===== src/sv/flc_pkg.sv =====
// Shared types and constants for the flow cache aggregator.
// Used by flow_cache_aggregator and flc_export; depends on nothing else.
`timescale 1ns / 1ps

package flc_pkg;

	localparam int FLOW_SLOTS_DEF = 32;
	localparam int LIMIT_W        = 6;
	localparam int ADDR_W         = 4;

	localparam logic [7:0] PROTO_TCP     = 8'd6;
	localparam logic [7:0] FLAG_END_MASK = 8'h05;

	localparam logic [LIMIT_W-1:0] LIMIT_RESET    = 6'd32;
	localparam logic [31:0]        ACTIVE_RESET   = 32'd60000;
	localparam logic [31:0]        INACTIVE_RESET = 32'd10000;

	typedef enum logic [1:0] {
		REG_FLOW_LIMIT = 2'd0,
		REG_ACTIVE     = 2'd1,
		REG_INACTIVE   = 2'd2
	} reg_idx_t;

	typedef struct packed {
		logic [31:0] src_addr;
		logic [31:0] dst_addr;
		logic [15:0] src_port;
		logic [15:0] dst_port;
		logic [7:0]  protocol;
		logic [7:0]  service_type;
		logic [7:0]  flags;
		logic [31:0] packets;
		logic [31:0] octets;
		logic [31:0] first_ms;
		logic [31:0] last_ms;
	} flow_rec_t;

	typedef enum logic [3:0] {
		ST_IDLE,
		ST_WALK_REQ,
		ST_WALK,
		ST_POST,
		ST_EVICT,
		ST_NEW,
		ST_ALLOC,
		ST_FLUSH
	} state_t;

	typedef struct packed {
		logic      push;
		logic      flush;
		flow_rec_t rec;
	} exp_ctrl_t;

	typedef struct packed {
		logic can_push;
		logic pend_v;
	} exp_stat_t;

endpackage


===== src/sv/flc_export.sv =====
// Export stage: holds the newest exported record back by one so that the
// final word of a packet's run can be marked, then drives the output register.
// Depends on flc_pkg.
`timescale 1ns / 1ps

module flc_export (
	input  logic               clk,
	input  logic               arst_n,
	input  flc_pkg::exp_ctrl_t ctrl,
	output flc_pkg::exp_stat_t stat,
	input  logic               out_ready,
	output logic               out_valid,
	output flc_pkg::flow_rec_t out_rec,
	output logic               out_last
);

	logic               pend_v_q;
	flc_pkg::flow_rec_t pend_q;
	logic               out_v_q;
	flc_pkg::flow_rec_t out_rec_q;
	logic               out_last_q;
	logic               out_free;
	logic               do_push;
	logic               do_flush;
	logic               load_out;

	assign out_free      = !out_v_q || out_ready;
	assign stat.can_push = !pend_v_q || out_free;
	assign stat.pend_v   = pend_v_q;
	assign do_push       = ctrl.push && stat.can_push;
	assign do_flush      = ctrl.flush && !ctrl.push && pend_v_q && out_free;
	assign load_out      = (do_push && pend_v_q) || do_flush;

	always_ff @(posedge clk or negedge arst_n) begin
		if (!arst_n) begin
			pend_v_q <= 1'b0;
			out_v_q  <= 1'b0;
		end else begin
			if (do_push) begin
				pend_v_q <= 1'b1;
			end else if (do_flush) begin
				pend_v_q <= 1'b0;
			end
			if (load_out) begin
				out_v_q <= 1'b1;
			end else if (out_ready) begin
				out_v_q <= 1'b0;
			end
		end
	end

	always_ff @(posedge clk) begin
		if (do_push) begin
			pend_q <= ctrl.rec;
		end
		if (load_out) begin
			out_rec_q  <= pend_q;
			out_last_q <= do_flush;
		end
	end

	assign out_valid = out_v_q;
	assign out_rec   = out_rec_q;
	assign out_last  = out_last_q;

endmodule

===== config.mk =====
export PLATFORM = sky130hd
export DESIGN_NAME = flc_export
export DESIGN_NICKNAME = d
export VERILOG_FILES = /design/src/sv/flc_pkg.sv /design/src/sv/flc_export.sv
export SDC_FILE = /design/constraint.sdc
export NUM_CORES = 1
export LEC_CHECK = 0
export BUFFER_PORTS_ARGS = -buffer_cell sky130_fd_sc_hd__buf_2
export CAP_MARGIN = 25
export CORE_AREA = 2 2 198 200
export CTS_BUF_LIST = sky130_fd_sc_hd__clkbuf_8
export DETAILED_ROUTE_END_ITERATION = 7
export DIE_AREA = 0 0 200 202
export GPL_TIMING_DRIVEN = 0
export PLACE_DENSITY = 0.63
export SLEW_MARGIN = 10
export SYNTH_ARGS = -nofsm -noshare
export SYNTH_HDL_FRONTEND = slang
export SYNTH_SLANG_ARGS = --single-unit

===== constraint.sdc =====
create_clock -name clk -period 25.3 [get_ports clk]
set_input_delay 2.53 -clock clk [delete_from_list [all_inputs] [get_ports clk]]
set_output_delay 2.53 -clock clk [all_outputs]
set_load 0.05 [all_outputs]

==> qor.yml, run 1 <==
layout:
  drive_above_1_share: 0.540
  final.fill_count: 3047
  finalNetCount: 1369
  synthToLayoutAreaGrowth_pct: 34.6
  post-route-util: 0.529
  layout.cells.non_filler: 1700
power:
  ir_drop_uv: 50.7
  power.leakage_uw: 0.00786
  powerDensity_nw_per_um2: 93.9
die:
  dieArea_um2: 40400
  num_io_pins: 505
  die_h_um: 202
  die_w_um: 200
  start_util: 0.393
  rows: 72
  core_area_um2: 38300
sta:
  rsz0062_at_grt: "no"
  setup_viol: 0
  setup_ws_ns: 19.59
  min_period_ns: 5.71
  hold_viol: 0
  fmax_mhz: 175
  whs_ns: 0.401
  finalClockSkew_ns: 0.0247
  tightest_slew_ns: 0.592
  fin_crit_sh: 0.226
  slew_violations: 0
  slew_headroom: 0.604
synthesis:
  synthMostInstantiatedCell: "edfxtp_1"
  yosysTopAreaCell: "edfxtp_1"
  ys_seq_area_frac: 0.995
  netlist_top_cells_count: "497 x edfxtp_1, 2 x dfrtp_1"
  ys_ff_latch: 499
  ys_async_sr_fraction: 0.00401
  synth_ff_type: "edfxtp_1"
  ys_warn_count: 0
  avgSynthCellArea_um2: 29.6
  syn_area_um2: 15100
  synth_top_area_frac: 0.991
  syn_nets: 762
  synthCells: 509
  synth.distinct_cells: 12
  synth_edf_count: 497
  synthTopCellsByArea: "edfxtp_1 99%, dfrtp_1 0.33%, nand2b_4 0.091%"
outcome:
  status: "finished, final reports clean"
clock_tree:
  clock-sinks: 499
  cts_resized: 0
  h-tree-depth: 3
  hold_buffers: 0
  cts_tree: "built"
  clockBufferDepth: 3
  clk_pin_slew_ns: 0.06
  clk-insertion-delay-late_ns: 0.63
  cts_root_buf: "clkbuf_8"
  cts_inserted_buffers: 80
  cts_setup_buffers: 0
routing:
  drc: 0
  met3_length_mm: 3.36
  wl_per_cell_um: 18.3
  post_drt_via_cell_ratio: 4.28
  dr.pass1.iters: 6
  wl_met2_mm: 15.5
  top_layer: "met5"
  wl_met1_mm: 11.2
  dr.first_iter.drc_count: 297
  routed_wl_mm: 31.1
  num_vias: 7278
  antenna_left: 0
grt:
  gr-total-overflow: 0
  grt_pass1_vias: 7544
  grt_usage: 0.151
  antenna_found_initial: 9
  grt_max_degree: 33
  grt_pass1_wl_mm: 44.0
critical_path:
  crit_type: "primary input to output pin"
  critPathBufInv: 2
  crit_required_ns: 22.77
  startpoint_type: "primary input"
  cp_top_family: "buffers and inverters"
  worst_path_most_repeated_cell: "buf_2"
  path_cells: "buf_2, nor2b_4, nand2_1, buf_2"
  cp_slowest_cell: "nor2b_4"
  crit_arrival_ns: 3.18
  end_kind: "output pin"
  max_stage_delay_ns: 0.23
  cp_max_fo: 6
placement:
  place_inst: 1552
  dp.final_hpwl_mm: 22.4
  pre_cts_ws_ns: 19.59
  gp_congestion: 0.768
  numPortBuffers: 504
hold_path:
  hp-class: "register to register"
run:
  maxCapViolations: 0
==> through the flow <==
stage,TNS [ns],instance area (um2),power [uW]
2_1_floorplan,0,15100,1220
3_3_place_gp,-1295.20,18200,1310
3_5_place_dp,0,18700,1270
4_1_cts,0,20300,1940
5_1_grt,0,20300,1980
6_report,0,20300,1900
==> worst register-to-register path, delay by kind of cell, from the launching register on <==
kind                   cells  cell delay [ns]
buffers and inverters      3             0.64
AO/OA/AOI/OAI              1             0.50
flip-flops                 1             0.38
AND/OR/NAND/NOR            1             0.16
==> per-layer routing <==
metal	GRT usage	vias to the layer above
met4	0.0831	6
met2	0.246	376
met5	0	-
met1	0.162	3494
li1	-	3335
met3	0.0704	67
==> sequential cells by signal (all words and copies together), names as in the netlist <==
name,cells
out_valid,1
pend_v_q,1
pend_q,248
out_rec,248
out_last,1
==> cell families after synthesis <==
kind of cell	Yosys count	synth area share
AO/OA/AOI/OAI	3	0.00141
flip-flops	499	0.995
AND/OR/NAND/NOR	6	0.00357
buffers and inverters	1	0.000499
==> cell usage in the layout (no fill, tap or decap), types with 3 or more instances in the layout <==
cell type / instances
inv_6: 3
clkinvlp_4: 3
edfxtp_1: 497
buf_16: 9
buf_12: 12
bufinv_16: 4
diode_2: 7
inv_1: 18
buf_2: 504
clkbuf_8: 81
clkinv_1: 19
clkinv_2: 10
==> layout make-up <==
| class | count | area (um2) | share of cell area |
|---|---|---|---|
| Sequential cell | 499 | 15000 | 0.739 |
| Antenna cell | 7 | 17.5 | 0.000864 |
| Buffer | 1 | 7.51 | 0.000370 |
| Clock buffer | 81 | 1110 | 0.0550 |
| Multi-Input combinational cell | 9 | 93.8 | 0.00463 |
| Tap cell | 518 | 648 | 0.0320 |
| Timing Repair Buffer | 525 | 3010 | 0.149 |
| Clock inverter | 60 | 402 | 0.0198 |
==> final timing paths <==
kind | from | endpoint | slack (ns) | depth (start not counted)
worst max register to register | out_valid$_DFFE_PN0P_ | pend_q[4]$_DFFE_PP_ | 23.33 | 5
worst min register to register | pend_q[57]$_DFFE_PP_ | out_rec[57]$_DFFE_PP_ | 0.40 | 0
worst min-delay path | pend_q[57]$_DFFE_PP_ | out_rec[57]$_DFFE_PP_ | 0.40 | 0
worst max-delay path | out_ready | stat[1] | 19.59 | 4
min in group asynchronous | arst_n | pend_v_q$_DFFE_PN0P_ | 1.70 | 1
max in group asynchronous | arst_n | out_valid$_DFFE_PN0P_ | 23.49 | 1
==> power breakdown <==
| group | leakage (uW) | internal (uW) | switching, uW |
|---|---|---|---|
| logic | 0.00225 | 54.0 | 189 |
| registers | 0.00478 | 995 | 15.9 |
| clock network | 0.000838 | 343 | 307 |
(Power assumes the default switching activity.)
==> run 2, diff against run 1 <==
- PLACE_DENSITY: 0.63 -> 0.65
- clock period: 25.3 -> 5.22 ns (I/O delays scaled with it)
==> qor.yml, run 2 (synthesis gave the netlist of run 1 again) <==
outcome:
  status: "finished, final reports clean"  # unchanged
sta:
  whs_ns: 0.0885  # was 0.401 ns
  rsz0062_at_grt: "no"  # unchanged
  hold_viol: 0  # unchanged
  finalSetupTns_ns: 0  # unchanged
  fmax_mhz: 421
  tightest_slew_ns: 0.666  # was 0.592 ns
  slew_violations: 0  # unchanged
  fin_crit_sh: 0.455
  slew_headroom: 0.555  # was 0.604
  min_period_ns: 2.37
  finalClockSkew_ns: 0.0270  # was 0.0247 ns
  setup_ws_ns: 2.85  # was 19.59 ns
  setup_viol: 0  # unchanged
power:
  power.leakage_uw: 0.00793  # was 0.00786 uW
  ir_drop_uv: 311  # was 50.7 uV
  powerDensity_nw_per_um2: 450  # was 93.9 nW/um2
hold_path:
  min_path_cells: 1  # was 0
  whs_endpoint: "pend_q[192]$_DFFE_PP_"  # was out_rec[57]$_DFFE_PP_
  hp-class: "primary input to register"  # was register to register
  worstHoldStart: "ctrl[192]"  # was pend_q[57]$_DFFE_PP_
clock_tree:
  clockBufferDepth: 3  # unchanged
  cts_setup_buffers: 0  # unchanged
  cts_inserted_buffers: 82  # was 80
  h-tree-depth: 3  # unchanged
  cts_tree: "built"  # unchanged
  hold_buffers: 1  # was 0
  cts_root_buf: "clkbuf_8"  # unchanged
  clk-insertion-delay-late_ns: 0.61  # was 0.63 ns
  cts_resized: 0  # unchanged
  clk_pin_slew_ns: 0.06  # about the same
  clock-sinks: 499  # unchanged
critical_path:
  startpoint_type: "register"  # was primary input
  crit_type: "register to register"  # was primary input to output pin
  r2r_setup_slack_ns: 2.85  # was 23.33 ns
  worstReg2RegStart: "pend_v_q$_DFFE_PN0P_"  # was out_valid$_DFFE_PN0P_
  cp_max_fo: 31  # was 6
  crit_required_ns: 5.52  # was 22.77 ns
  r2r_end: "out_rec[91]$_DFFE_PP_"  # was pend_q[4]$_DFFE_PP_
  rr_worst_depth: 7  # was 5
  crit_arrival_ns: 2.67  # was 3.18 ns
  end_kind: "register"  # was output pin
layout:
  finalNetCount: 1373  # was 1369
  drive_above_1_share: 0.531  # was 0.540
  final_area_um2: 20300  # about the same
  final_common_cell: "buf_2"  # unchanged
  final.fill_count: 2997  # was 3047
  final_cell_mix: "504 x buf_2, 497 x edfxtp_1, 87 x clkbuf_8"  # was 504 x buf_2, 497 x edfxtp_1, 81 x clkbuf_8
  synthToLayoutAreaGrowth_pct: 35.0  # was 34.6%
routing:
  routed_wl_mm: 30.6  # was 31.1 mm
  dr.first_iter.drc_count: 317  # was 297
  antenna_left: 0  # unchanged
  dr.pass1.iters: 4  # was 6
  num_vias: 7270  # was 7278
  wl_per_cell_um: 17.9  # was 18.3 um
  drc: 0  # unchanged
  post_drt_via_cell_ratio: 4.26  # was 4.28
placement:
  dp.final_hpwl_mm: 22.4  # about the same
  pre_cts_ws_ns: 2.62  # was 19.59 ns
  numPortBuffers: 504  # unchanged
  gp_congestion: 0.779  # was 0.768
  placed_cell_area_um2: 18800  # was 18700 um2
die:
  core_area_um2: 38300  # unchanged
  dieArea_um2: 40400  # unchanged
  rows: 72  # unchanged
  num_io_pins: 505  # unchanged
  die_w_um: 200  # unchanged
  die_h_um: 202  # unchanged
  start_util: 0.393  # unchanged
grt:
  grt_max_degree: 33  # unchanged
  antenna_found_initial: 9  # unchanged
  gr-total-overflow: 0  # unchanged
  grt_usage: 0.150  # was 0.151
  grt_pass1_vias: 7576  # was 7544
  grt_pass1_wl_mm: 44.0  # about the same
run:
  maxCapViolations: 0  # unchanged
## run 2: changes by cell type in the layout (fill, tap and decap cells not counted), sizes merged
cell and delta:
clkbuf +6, dlygate4sd3 +1, clkinvlp -2, clkinv -2, bufinv -2, inv +7
buf +1, diode -2
## run 2: area by class of cell
class / count / area (um2) / area share
tap: 518 / 648 / 0.0319
buffer: 1 / 7.51 / 0.000369
sequential: 499 / 15000 / 0.737
antenna: 5 / 12.5 / 0.000616
multi-input combinational: 9 / 93.8 / 0.00462
clock buffer: 87 / 1200 / 0.0589
clock inverter: 61 / 297 / 0.0146
timing repair buffer: 527 / 3090 / 0.152
## run 2: report_power, final
| part | switching [uW] | total (uW) | internal, uW |
|---|---|---|---|
| combinational | 917 | 1190 | 275 |
| sequential | 77.0 | 4900 | 4820 |
| clock | 1420 | 3060 | 1630 |
## run 2: how the worst max path moves through the flow
stage                                      from                     end  slack, ns  cells after the start
after floorplan           out_valid$_DFFE_PN0P_     pend_q[0]$_DFFE_PP_     -0.003                      2
after global placement     pend_v_q$_DFFE_PN0P_    pend_q[13]$_DFFE_PP_      -1.91                      1
after detailed placement              ctrl[248]   out_rec[13]$_DFFE_PP_       2.62                      8
after CTS                  pend_v_q$_DFFE_PN0P_  out_rec[159]$_DFFE_PP_       2.79                      7
after global routing       pend_v_q$_DFFE_PN0P_   out_rec[76]$_DFFE_PP_       2.66                      7
final                      pend_v_q$_DFFE_PN0P_   out_rec[91]$_DFFE_PP_       2.85                      7
## run 2: worst max-delay path: stages, from the launching register on
cell     delay (ns)
dfrtp_1        0.46
o21ai_0        0.23
nor2_4         0.35
buf_16         0.23
buf_12         0.21
buf_16         0.19
buf_16         0.19
buf_16         0.18
## run 2: per-stage QoR
step / util / total power (uW) / instances
5_1_grt: 0.531 / 9520 / 1706
2_1_floorplan: - / 5770 / 509
4_1_cts: 0.531 / 9290 / 1702
6_report: 0.531 / 9150 / 1707
3_5_place_dp: 0.491 / 6190 / 1553
3_3_place_gp: 0.477 / 6130 / 1531
## run 2: per-layer routing
metal / routed length, um / global-route usage / up-vias
li1: - / - / 3343
met1: 11000 / 0.163 / 3491
met2: 15600 / 0.250 / 367
met3: 3290 / 0.0709 / 63
met4: 707 / 0.0616 / 6
met5: 38 / 0 / -
