[config.mk]
export PLATFORM = sky130hd
export DESIGN_NAME = flc_ram
export DESIGN_NICKNAME = d
export VERILOG_FILES = /design/src/sv/flc_ram.sv
export SDC_FILE = /design/constraint.sdc
export NUM_CORES = 1
export LEC_CHECK = 0
export BUFFER_PORTS_ARGS = -buffer_cell sky130_fd_sc_hd__buf_2
export CAP_MARGIN = 0
export CORE_ASPECT_RATIO = 1.2
export CORE_UTILIZATION = 52
export CTS_BUF_LIST = sky130_fd_sc_hd__clkbuf_4 sky130_fd_sc_hd__clkbuf_8 sky130_fd_sc_hd__clkbuf_16
export DETAILED_ROUTE_END_ITERATION = 6
export GPL_TIMING_DRIVEN = 0
export HOLD_SLACK_MARGIN = 0.12
export PLACE_DENSITY_LB_ADDON = 0.08
export SYNTH_ARGS = -nofsm -noshare
export SYNTH_HDL_FRONTEND = slang
export SYNTH_SLANG_ARGS = --single-unit
[constraint.sdc]
create_clock -name clk -period 2.8 [get_ports clk]
set_input_delay 0.28 -clock clk [delete_from_list [all_inputs] [get_ports clk]]
set_output_delay 0.28 -clock clk [all_outputs]
set_load 0.005 [all_outputs]
[src/sv/flc_ram.sv]
// Generic single-write, single-read RAM with a registered read port.
// Depends on nothing; used for the flow record and link stores.
`timescale 1ns / 1ps

module flc_ram #(
	parameter int W  = 8,
	parameter int D  = 32,
	parameter int AW = (D > 1) ? $clog2(D) : 1
) (
	input  logic          clk,
	input  logic          we,
	input  logic [AW-1:0] waddr,
	input  logic [W-1:0]  wdata,
	input  logic [AW-1:0] raddr,
	output logic [W-1:0]  rdata
);

	logic [W-1:0] mem [D];

	always_ff @(posedge clk) begin
		if (we) begin
			mem[waddr] <= wdata;
		end
		rdata <= mem[raddr];
	end

endmodule

==> results of run 1 <==
-- final timing paths --
| path | from | endpoint |
|---|---|---|
| setup / recovery | raddr[2] | rdata[7] |
| hold / removal | raddr[3] | rdata[4] |
| setup reg to reg | mem[29][7] | rdata[7] |
| hold reg to reg | mem[6][7] | rdata[7] |
-- area by class of cell --
cell class / instances / area [µm²] / share of cell area [%]
timing repair buffer: 22 / 110 / 0.978
sequential: 264 / 7850 / 69.7
clock buffer: 32 / 684 / 6.08
clock inverter: 9 / 91.3 / 0.811
tap: 256 / 320 / 2.84
buffer: 20 / 106 / 0.945
multi-input combinational: 133 / 2100 / 18.6
-- critical path, cell delays in order --
cell      delay (ns)
clkbuf_1        0.42
clkbuf_1        0.67
mux4_2          0.45
mux4_2          0.53
mux2_2          0.30
-- kinds of logic (layout without fill, tap and decap cells) --
kind of cell	Yosys count	count (layout)	share of synthesized area [%]
buffers and inverters	20	83	1.06
DFF	264	264	78.1
muxes	88	88	18.8
and+or+nand+nor	45	45	2.07
-- placed cells by master (no fill, tap or decap) --
cell | synthesis | routed
edfxtp_1 | 256 | 256
mux4_2 | 80 | 80
nor2_1 | 33 | 33
clkbuf_16 | 0 | 25
buf_2 | 1 | 23
mux2_2 | 8 | 8
dfxtp_1 | 8 | 8
buf_4 | 6 | 6
clkbuf_1 | 6 | 6
buf_1 | 6 | 6
clkbuf_4 | 0 | 6
nand3b_1 | 5 | 5
clkinv_2 | 0 | 4
or3b_2 | 3 | 3
clkinv_1 | 0 | 3
nand3_1 | 2 | 2
bufinv_16 | 0 | 2
buf_6 | 1 | 1
nand2_1 | 1 | 1
or3_1 | 1 | 1
clkbuf_8 | 0 | 1
-- power groups by stage --
| stage | registers [mW] | clock network (mW) | logic (mW) |
|---|---|---|---|
| finish | 4.41 | 3.21 | 0.410 |
| global route | 4.41 | 3.40 | 0.441 |
| CTS | 4.41 | 3.25 | 0.419 |
| detailed placement | 4.49 | 0 | 0.417 |
| global placement | 4.49 | 0 | 0.407 |
| floorplan | 4.49 | 0 | 0.234 |
-- sequential cells by signal, indices dropped and copies added, names as in the netlist --
signal / cells
rdata: 8
mem: 256
-- routing by layer --
metal | wire length, µm | vias to the layer above | share of wire, %
met2 | 9650 | 130 | 49
met3 | 1370 | 21 | 6.9
li1 | - | 1869 | -
met1 | 8420 | 2282 | 43
met5 | 0 | - | 0
met4 | 358 | 0 | 1.8
-- through the flow --
stage               power (mW)  hold slack (ns)
finish                    8.02            0.294
CTS                       8.08            0.280
global route              8.26            0.318
floorplan                 4.72            0.379
global placement          4.89            0.659
detailed placement        4.91            0.660
==> results_dict.tcl, run 1 <==
set metrics [dict create \
    fin_nets 486 \
    min_path_cells 2 \
    vias_per_cell 5.85 \
    setup_violations 0 \
    num_rows 55 \
    finalMaxSlewViolations 0 \
    reg2reg_depth 3 \
    worst_setup_path_start_kind "primary input" \
    clk_latency_ns 0.50 \
    grt.busiest_layer "met2" \
    initial_core_util_pct 53.1 \
    fin_ws_ns 0.521 \
    vias 4302 \
    tightest_slew_ns 1.11 \
    cts_setup_buffers 0 \
    synth-async-reset-ratio_pct 0 \
    postRouteAntennaNets 0 \
    drt_iter0_markers 352 \
    grt-ovfl-total 0 \
    period_minus_slack_ns 2.28 \
    cts.root.buffer_cell "clkbuf_16" \
    n_fill_cell 1346 \
    grt.total_usage_pct 21.2 \
    yosysMostFrequentCell "edfxtp_1" \
    dieWidth_um 129 \
    cts_tree "yes" \
    grt_use_met1_pct 31.1 \
    arrival_ns 2.67 \
    die-height_um 154 \
    worstPathMaxFanout 10 \
    maxCapViolations 0 \
    cts_resized 0 \
    endpoint_kind "flop" \
    synth-seq-cells 264 \
    final_layout_size_suffix_gt1_share_pct 33.1 \
    ys_types 15 \
    synth_edf_count 256 \
    critical_path_required_ns 3.19 \
    final_core_util_pct 59.5 \
    grt_max_degree 33 \
    syn2layout_area_growth_pct 12.0 \
    critPathKind "in2reg" \
    h-tree-depth 1 \
    swShare_pct 19.4 \
    dp_hpwl_mm 12.7 \
    drc 0 \
    final_cells 736 \
    clock-sinks 264 \
    finalInstanceArea_um2 11300 \
    yosysTopAreaCell "edfxtp_1" \
    finalWirelength_mm 19.8 \
    cellLeakagePower_nw 3.50 \
    grt_pass1_wl_mm 29.3 \
    pin_count 28 \
    rsz0062_at_grt "no" \
    antenna_cells 0 \
    hold_viol 0 \
    setup-tns-final_ns 0 \
    core_um2 18900 \
    clk_pin_slew_ns 0.06 \
    grt_pass1_vias 4527 \
    cts_buffers 25 \
    pwr-share-seq_pct 54.9 \
    pre_cts_ws_ns -0.00899 \
    ys_seq_area_share_pct 78.1 \
    postCtsHoldBufs 0 \
    dp_cells 695 \
    port_buffers 22 \
    placed_cell_area_um2 10500 \
    ir_worst_vdd_uv 543 \
    antenna_found_initial 0 \
    yosysTopAreaCellShare_pct 76.5 \
    avgSynthCellArea_um2 24.1 \
    synthCells 417 \
    max-slew-margin-rel_pct 25.8 \
    synthesis.area_um2 10100 \
    p_per_area_nw_per_um2 713 \
    synth_ff_type "edfxtp_1" \
    fmax_ghz 0.439 \
    power_switching_mw 1.56 \
    synthTopCellsByArea "edfxtp_1 (76%), mux4_2 (18%), dfxtp_1 (1.6%)" \
    pwr-share-comb_pct 5.1 \
    p_int_mw 6.47 \
    rrSetupSlack_ns 0.97 \
    synth_common_cells "edfxtp_1 (256), mux4_2 (80), nor2_1 (33)" \
    use_met3_pct 3.70 \
    place.gp.congestion 0.746 \
    dieArea_um2 19900 \
    wl_per_cell_um 26.9 \
    status "completed" \
    final.setup_skew_ns 0.00909 \
    clock_power_share_pct 40.0 \
    min_period_over_period_pct 81.4 \
    min_path_type "in2reg" \
    grt_util_met2_pct 33.2 \
    max-clock-path-buffers 3 \
    dr.pass1.iters 5 \
    synth_warnings 0 \
    synth_fp_nets 437 \
]
Power figures use the tool's default switching activity.
==> run 2, diff against run 1 <==
==> constraint.sdc (replaced) <==
create_clock -name clk -period 2.1 [get_ports clk]
set_input_delay 0.21 -clock clk [delete_from_list [all_inputs] [get_ports clk]]
set_output_delay 0.21 -clock clk [all_outputs]
set_load 0.005 [all_outputs]
==> run 2 against run 1 <==
Compared with the run above:
- routed wire length is essentially flat
- sequential power up 33%
- sequential share of layout area barely moved
- worst hold slack got worse by 0.066 ns
- sequential cell count did not move
- combinational power up 34%
- global-route usage unchanged
- register-to-register slack got worse by 0.70 ns
- die area is the same
- clock skew hardly changed
- critical path depth did not move
- critical path type unchanged
==> results_dict.tcl, run 2 (synthesized netlist as in run 1, its figures left out) <==
set metrics [dict create \
    finalMaxSlewViolations 0 \
    cts.root.buffer_cell "clkbuf_16" \
    cts_setup_buffers 0 \
    place.gp.congestion 0.746 \
    worst_setup_path_start_kind "primary input" \
    multi_input_area_um2 2100 \
    total_power_mw 10.7 \
    final_cell_mix "edfxtp_1 (256), mux4_2 (80), nor2_1 (33), buf_2 (25), clkbuf_16 (25)" \
    arrival_ns 2.32 \
    clk_pin_slew_ns 0.06 \
    swShare_pct 19.5 \
    dieArea_um2 19900 \
    reg_top3 "mem x256, rdata x8" \
    worstPathMaxFanout 10 \
    min_path_type "in2reg" \
    postRouteAntennaNets 0 \
    power_switching_mw 2.08 \
    n_fill_cell 1346 \
    critical_path_required_ns 2.49 \
    grt_max_degree 33 \
    clock-sinks 264 \
    num_rows 55 \
    p_int_mw 8.62 \
    layout_commonest_cell "edfxtp_1" \
    fin_nets 486 \
    ff_latch_area_um2 7850 \
    die-height_um 154 \
    ir_worst_vdd_uv 720 \
    postCtsHoldBufs 0 \
    p_per_area_nw_per_um2 950 \
    clk_latency_ns 0.50 \
    endpoint_kind "flop" \
    final.setup_skew_ns 0.00866 \
    min_period_over_period_pct 91.6 \
    timing.hold.ws_ns 0.229 \
    drt_iter0_markers 353 \
    hold_viol 0 \
    port_buffers 22 \
    tightest_slew_ns 1.09 \
    vias_per_cell 5.85 \
    clock_power_share_pct 40.0 \
    setup_violations 0 \
    reg2reg_depth 3 \
    top_register "mem" \
    grt.total_usage_pct 21.2 \
    dr.pass1.iters 5 \
    finalWirelength_mm 19.8 \
    period_minus_slack_ns 1.92 \
    wl_per_cell_um 26.9 \
    vias 4308 \
    antenna_found_initial 0 \
    critPathKind "in2reg" \
    largest_reg_flops 256 \
    status "completed" \
    grt_pass1_wl_mm 29.3 \
    cp-endpoint "rdata[7]" \
    syn2layout_area_growth_pct 12.1 \
    cts_tree "yes" \
    crit_path_start "raddr[2]" \
    pwr-share-comb_pct 5.1 \
    cellLeakagePower_nw 3.52 \
    core_um2 18900 \
    antenna_cells 0 \
    grt-ovfl-total 0 \
    rrSetupSlack_ns 0.27 \
    final_layout_size_suffix_gt1_share_pct 34.4 \
    drc 0 \
    dieWidth_um 129 \
    max-clock-path-buffers 3 \
    h-tree-depth 1 \
    maxCapViolations 0 \
    rsz0062_at_grt "no" \
    grt_pass1_vias 4524 \
    cts_buffers 25 \
    max-slew-margin-rel_pct 27.1 \
    reg2reg_from "mem[29][7]" \
    initial_core_util_pct 53.1 \
    r2r_end "rdata[7]" \
    pin_count 28 \
    pwr-share-seq_pct 54.9 \
    dp_hpwl_mm 12.7 \
    fmax_ghz 0.520 \
]
run 2: cell count changes in the layout (fill, tap and decap cells not counted):
cell      change
buf_1         -3
buf_2         +2
clkbuf_1      -3
clkbuf_2      +4
run 2: worst min-delay path by stage:
stage,depth (start not counted),to,slack [ns],start
3_3_place_gp,1,rdata[6],0.59,rdata[6]
6_report,2,rdata[4],0.23,raddr[3]
3_5_place_dp,1,rdata[1],0.59,rdata[1]
5_1_grt,2,rdata[4],0.25,raddr[3]
2_1_floorplan,0,mem[0][0],0.31,wdata[0]
4_1_cts,2,rdata[4],0.21,raddr[3]
run 2: power by group through the flow:
stage               clock network, mW  registers, mW  logic (mW)
global placement                    0           5.98       0.543
detailed placement                  0           5.99       0.556
global route                     4.54           5.88       0.588
finish                           4.28           5.88       0.548
floorplan                           0           5.99       0.312
CTS                              4.34           5.88       0.558
run 2: metrics by stage:
step | setup TNS [ns] | utilization (%) | cells | setup slack (ns) | cell area [µm²]
global route | 0 | 59.5 | 736 | 0.128 | 11300
CTS | 0 | 59.5 | 736 | 0.0262 | 11300
finish | 0 | 59.5 | 736 | 0.177 | 11300
floorplan | 0 | - | 417 | 0.0876 | 10100
detailed placement | -6.52 | 55.4 | 695 | -0.639 | 10500
global placement | -5.56 | 55.4 | 695 | -0.633 | 10500
run 2: metal layers:
metal | GRT usage, % | wire length (µm) | up-vias
met5 | 0 | 0 | -
met4 | 5.83 | 359 | 0
met3 | 3.70 | 1510 | 21
met2 | 33.2 | 9650 | 144
met1 | 31.1 | 8280 | 2273
li1 | - | - | 1870
run 2: final cells by class:
type | count | share of cell area (%)
clock inverter | 9 | 0.811
buffer | 20 | 1.01
timing repair buffer | 22 | 0.977
sequential | 264 | 69.6
clock buffer | 32 | 6.07
tap | 256 | 2.84
multi-input combinational | 133 | 18.6
run 2: critical path, stage by stage:
cell      delay (ns)
clkbuf_1        0.41
clkbuf_2        0.44
mux4_2          0.41
mux4_2          0.53
mux2_2          0.30
run 2: what timing repair did:
action,4_1_cts,5_1_grt
resized for setup,5,1
hold endpoints to repair,0,0
endpoints found under the setup margin,8,4
pin swaps,0,0
==> run 3, diff against run 2 <==
--- a/config.mk
+++ b/config.mk
@@ -8,6 +8,7 @@
 export BUFFER_PORTS_ARGS = -buffer_cell sky130_fd_sc_hd__buf_2
 export CAP_MARGIN = 0
 export CORE_ASPECT_RATIO = 1.2
+export CORE_MARGIN = 2
 export CORE_UTILIZATION = 52
 export CTS_BUF_LIST = sky130_fd_sc_hd__clkbuf_4 sky130_fd_sc_hd__clkbuf_8 sky130_fd_sc_hd__clkbuf_16
 export DETAILED_ROUTE_END_ITERATION = 6
==> run 3 against run 2 <==
Compared with the run above:
- sequential power barely moved
- critical endpoint is now rdata[1]
- largest cell class unchanged
- die area rose by 2.9%
- total power shrank 0.22%
==> results_dict.tcl, run 3 (synthesized netlist as in run 1, its figures left out) <==
set metrics [dict create \
    status "completed" \
    initial_core_util_pct 53.1 \
    finalInstanceArea_um2 11300 \
    endpoint_kind "flop" \
    reg_top3 "mem x256, rdata x8" \
    multi_input_area_um2 2100 \
    ff_latch_area_um2 7850 \
    n_fill_cell 1352 \
    core_um2 18900 \
    rrSetupSlack_ns 0.28 \
    grt-ovfl-total 0 \
    vias 4343 \
    period_minus_slack_ns 1.93 \
    path_buf_inv 2 \
    holdPathEnd "rdata[0]" \
    tightest_slew_ns 0.815 \
    dp_hpwl_mm 12.8 \
    pin_count 28 \
    clk_latency_ns 0.51 \
    min_period_over_period_pct 91.8 \
    final_layout_size_suffix_gt1_share_pct 34.0 \
    syn2layout_area_growth_pct 12.0 \
    r2r_end "rdata[1]" \
    num_rows 55 \
    ir_worst_vdd_uv 639 \
    grt_max_degree 33 \
    dieArea_um2 20500 \
    final.setup_skew_ns 0.00577 \
    vias_per_cell 5.88 \
    min_from "raddr[3]" \
    setup-tns-final_ns 0 \
    maxCapViolations 0 \
    grt.total_usage_pct 20.0 \
    fin_nets 486 \
    fin_ws_ns 0.171 \
    place.gp.congestion 0.766 \
    min_path_type "in2reg" \
    min_path_cells 2 \
    cellLeakagePower_nw 3.51 \
    max-slew-margin-rel_pct 45.5 \
    cp_top_family "multiplexers" \
    grt_pass1_vias 4579 \
    worstPathMaxFanout 10 \
    cts_buffers 25 \
    fmax_ghz 0.518 \
    finalMaxSlewViolations 0 \
    antenna_found_initial 0 \
    final_core_util_pct 59.5 \
    p_per_area_nw_per_um2 948 \
    clk_pin_slew_ns 0.06 \
    timing.hold.ws_ns 0.194 \
    critPathKind "in2reg" \
    max-clock-path-buffers 3 \
    critPathMostFrequentCell "mux4_2" \
    largest_reg_flops 256 \
    wl_per_cell_um 26.3 \
    cts.root.buffer_cell "clkbuf_16" \
    pre_cts_ws_ns -0.634 \
    critical_path_required_ns 2.50 \
    cts_tree "yes" \
    setup_violations 0 \
    dieWidth_um 131 \
    cpPeakStageDelay_ns 0.55 \
    placed_cell_area_um2 10500 \
    die-height_um 156 \
    hold_viol 0 \
    grt_pass1_wl_mm 28.9 \
    final_cell_mix "edfxtp_1 (256), mux4_2 (80), nor2_1 (33), buf_2 (25), clkbuf_16 (25)" \
    h-tree-depth 1 \
    dr.pass1.iters 4 \
    clock-sinks 264 \
    port_buffers 22 \
    rsz0062_at_grt "no" \
    postRouteAntennaNets 0 \
    drt_iter0_markers 350 \
    antenna_cells 0 \
    drc 0 \
    crit_path_cell_trace "clkbuf_1 -> clkbuf_2 -> mux4_2 -> mux4_2 -> mux2_2" \
    top_register "mem" \
    reg2reg_depth 3 \
    reg2reg_from "mem[26][1]" \
    layout_commonest_cell "edfxtp_1" \
    slowest_stage "mux4_2" \
    arrival_ns 2.33 \
    worst_setup_path_start_kind "primary input" \
    finalWirelength_mm 19.4 \
]
## run 3: stage by stage
| step | total power [mW] | cells |
|---|---|---|
| after CTS | 10.8 | 739 |
| after global placement | 6.52 | 695 |
| final | 10.7 | 739 |
| after global routing | 11.0 | 739 |
| after floorplan | 6.30 | 417 |
| after detailed placement | 6.54 | 695 |
## run 3: cell type report
cell class              instances  area share, %
clock inverters                15           1.03
clock buffers                  29           5.82
multi-input cells             133           18.6
plain buffers                  20           1.01
flip-flops and latches        264           69.7
well taps                     256           2.84
repair buffers                 22          0.978
## run 3: worst register-to-register path: cells and delay by family, from the launching register on
kind,cells,cell delay [ns]
flops,1,0.36
mux,3,1.35
## run 3: metal layers
layer	global-route usage, %	vias to the layer above	wire, µm
met1	30.2	2327	8790
met4	5.47	0	459
met3	3.04	31	859
li1	-	1871	-
met5	0	-	0
met2	31.0	114	9310
## run 3: how the worst max path moves through the flow
stage,depth (start not counted),endpoint,startpoint
after global routing,5,rdata[1],raddr[2]
after CTS,5,rdata[7],raddr[2]
after global placement,5,rdata[4],raddr[2]
final,5,rdata[1],raddr[2]
after floorplan,5,rdata[0],raddr[2]
after detailed placement,5,rdata[1],raddr[2]
## run 3: report_power, final
| part | switching [mW] | internal [mW] |
|---|---|---|
| logic | 0.304 | 0.238 |
| registers | 0.0183 | 5.86 |
| clock network | 1.80 | 2.46 |
| total | 2.12 | 8.56 |
## run 3: repair_timing
action	CTS	global route
setup buffers	0	0
gates resized for setup	4	3
endpoints found under the hold margin	0	0
setup endpoints to repair	8	6
cloned	0	0
pin swaps	0	0
hold buffers	0	0
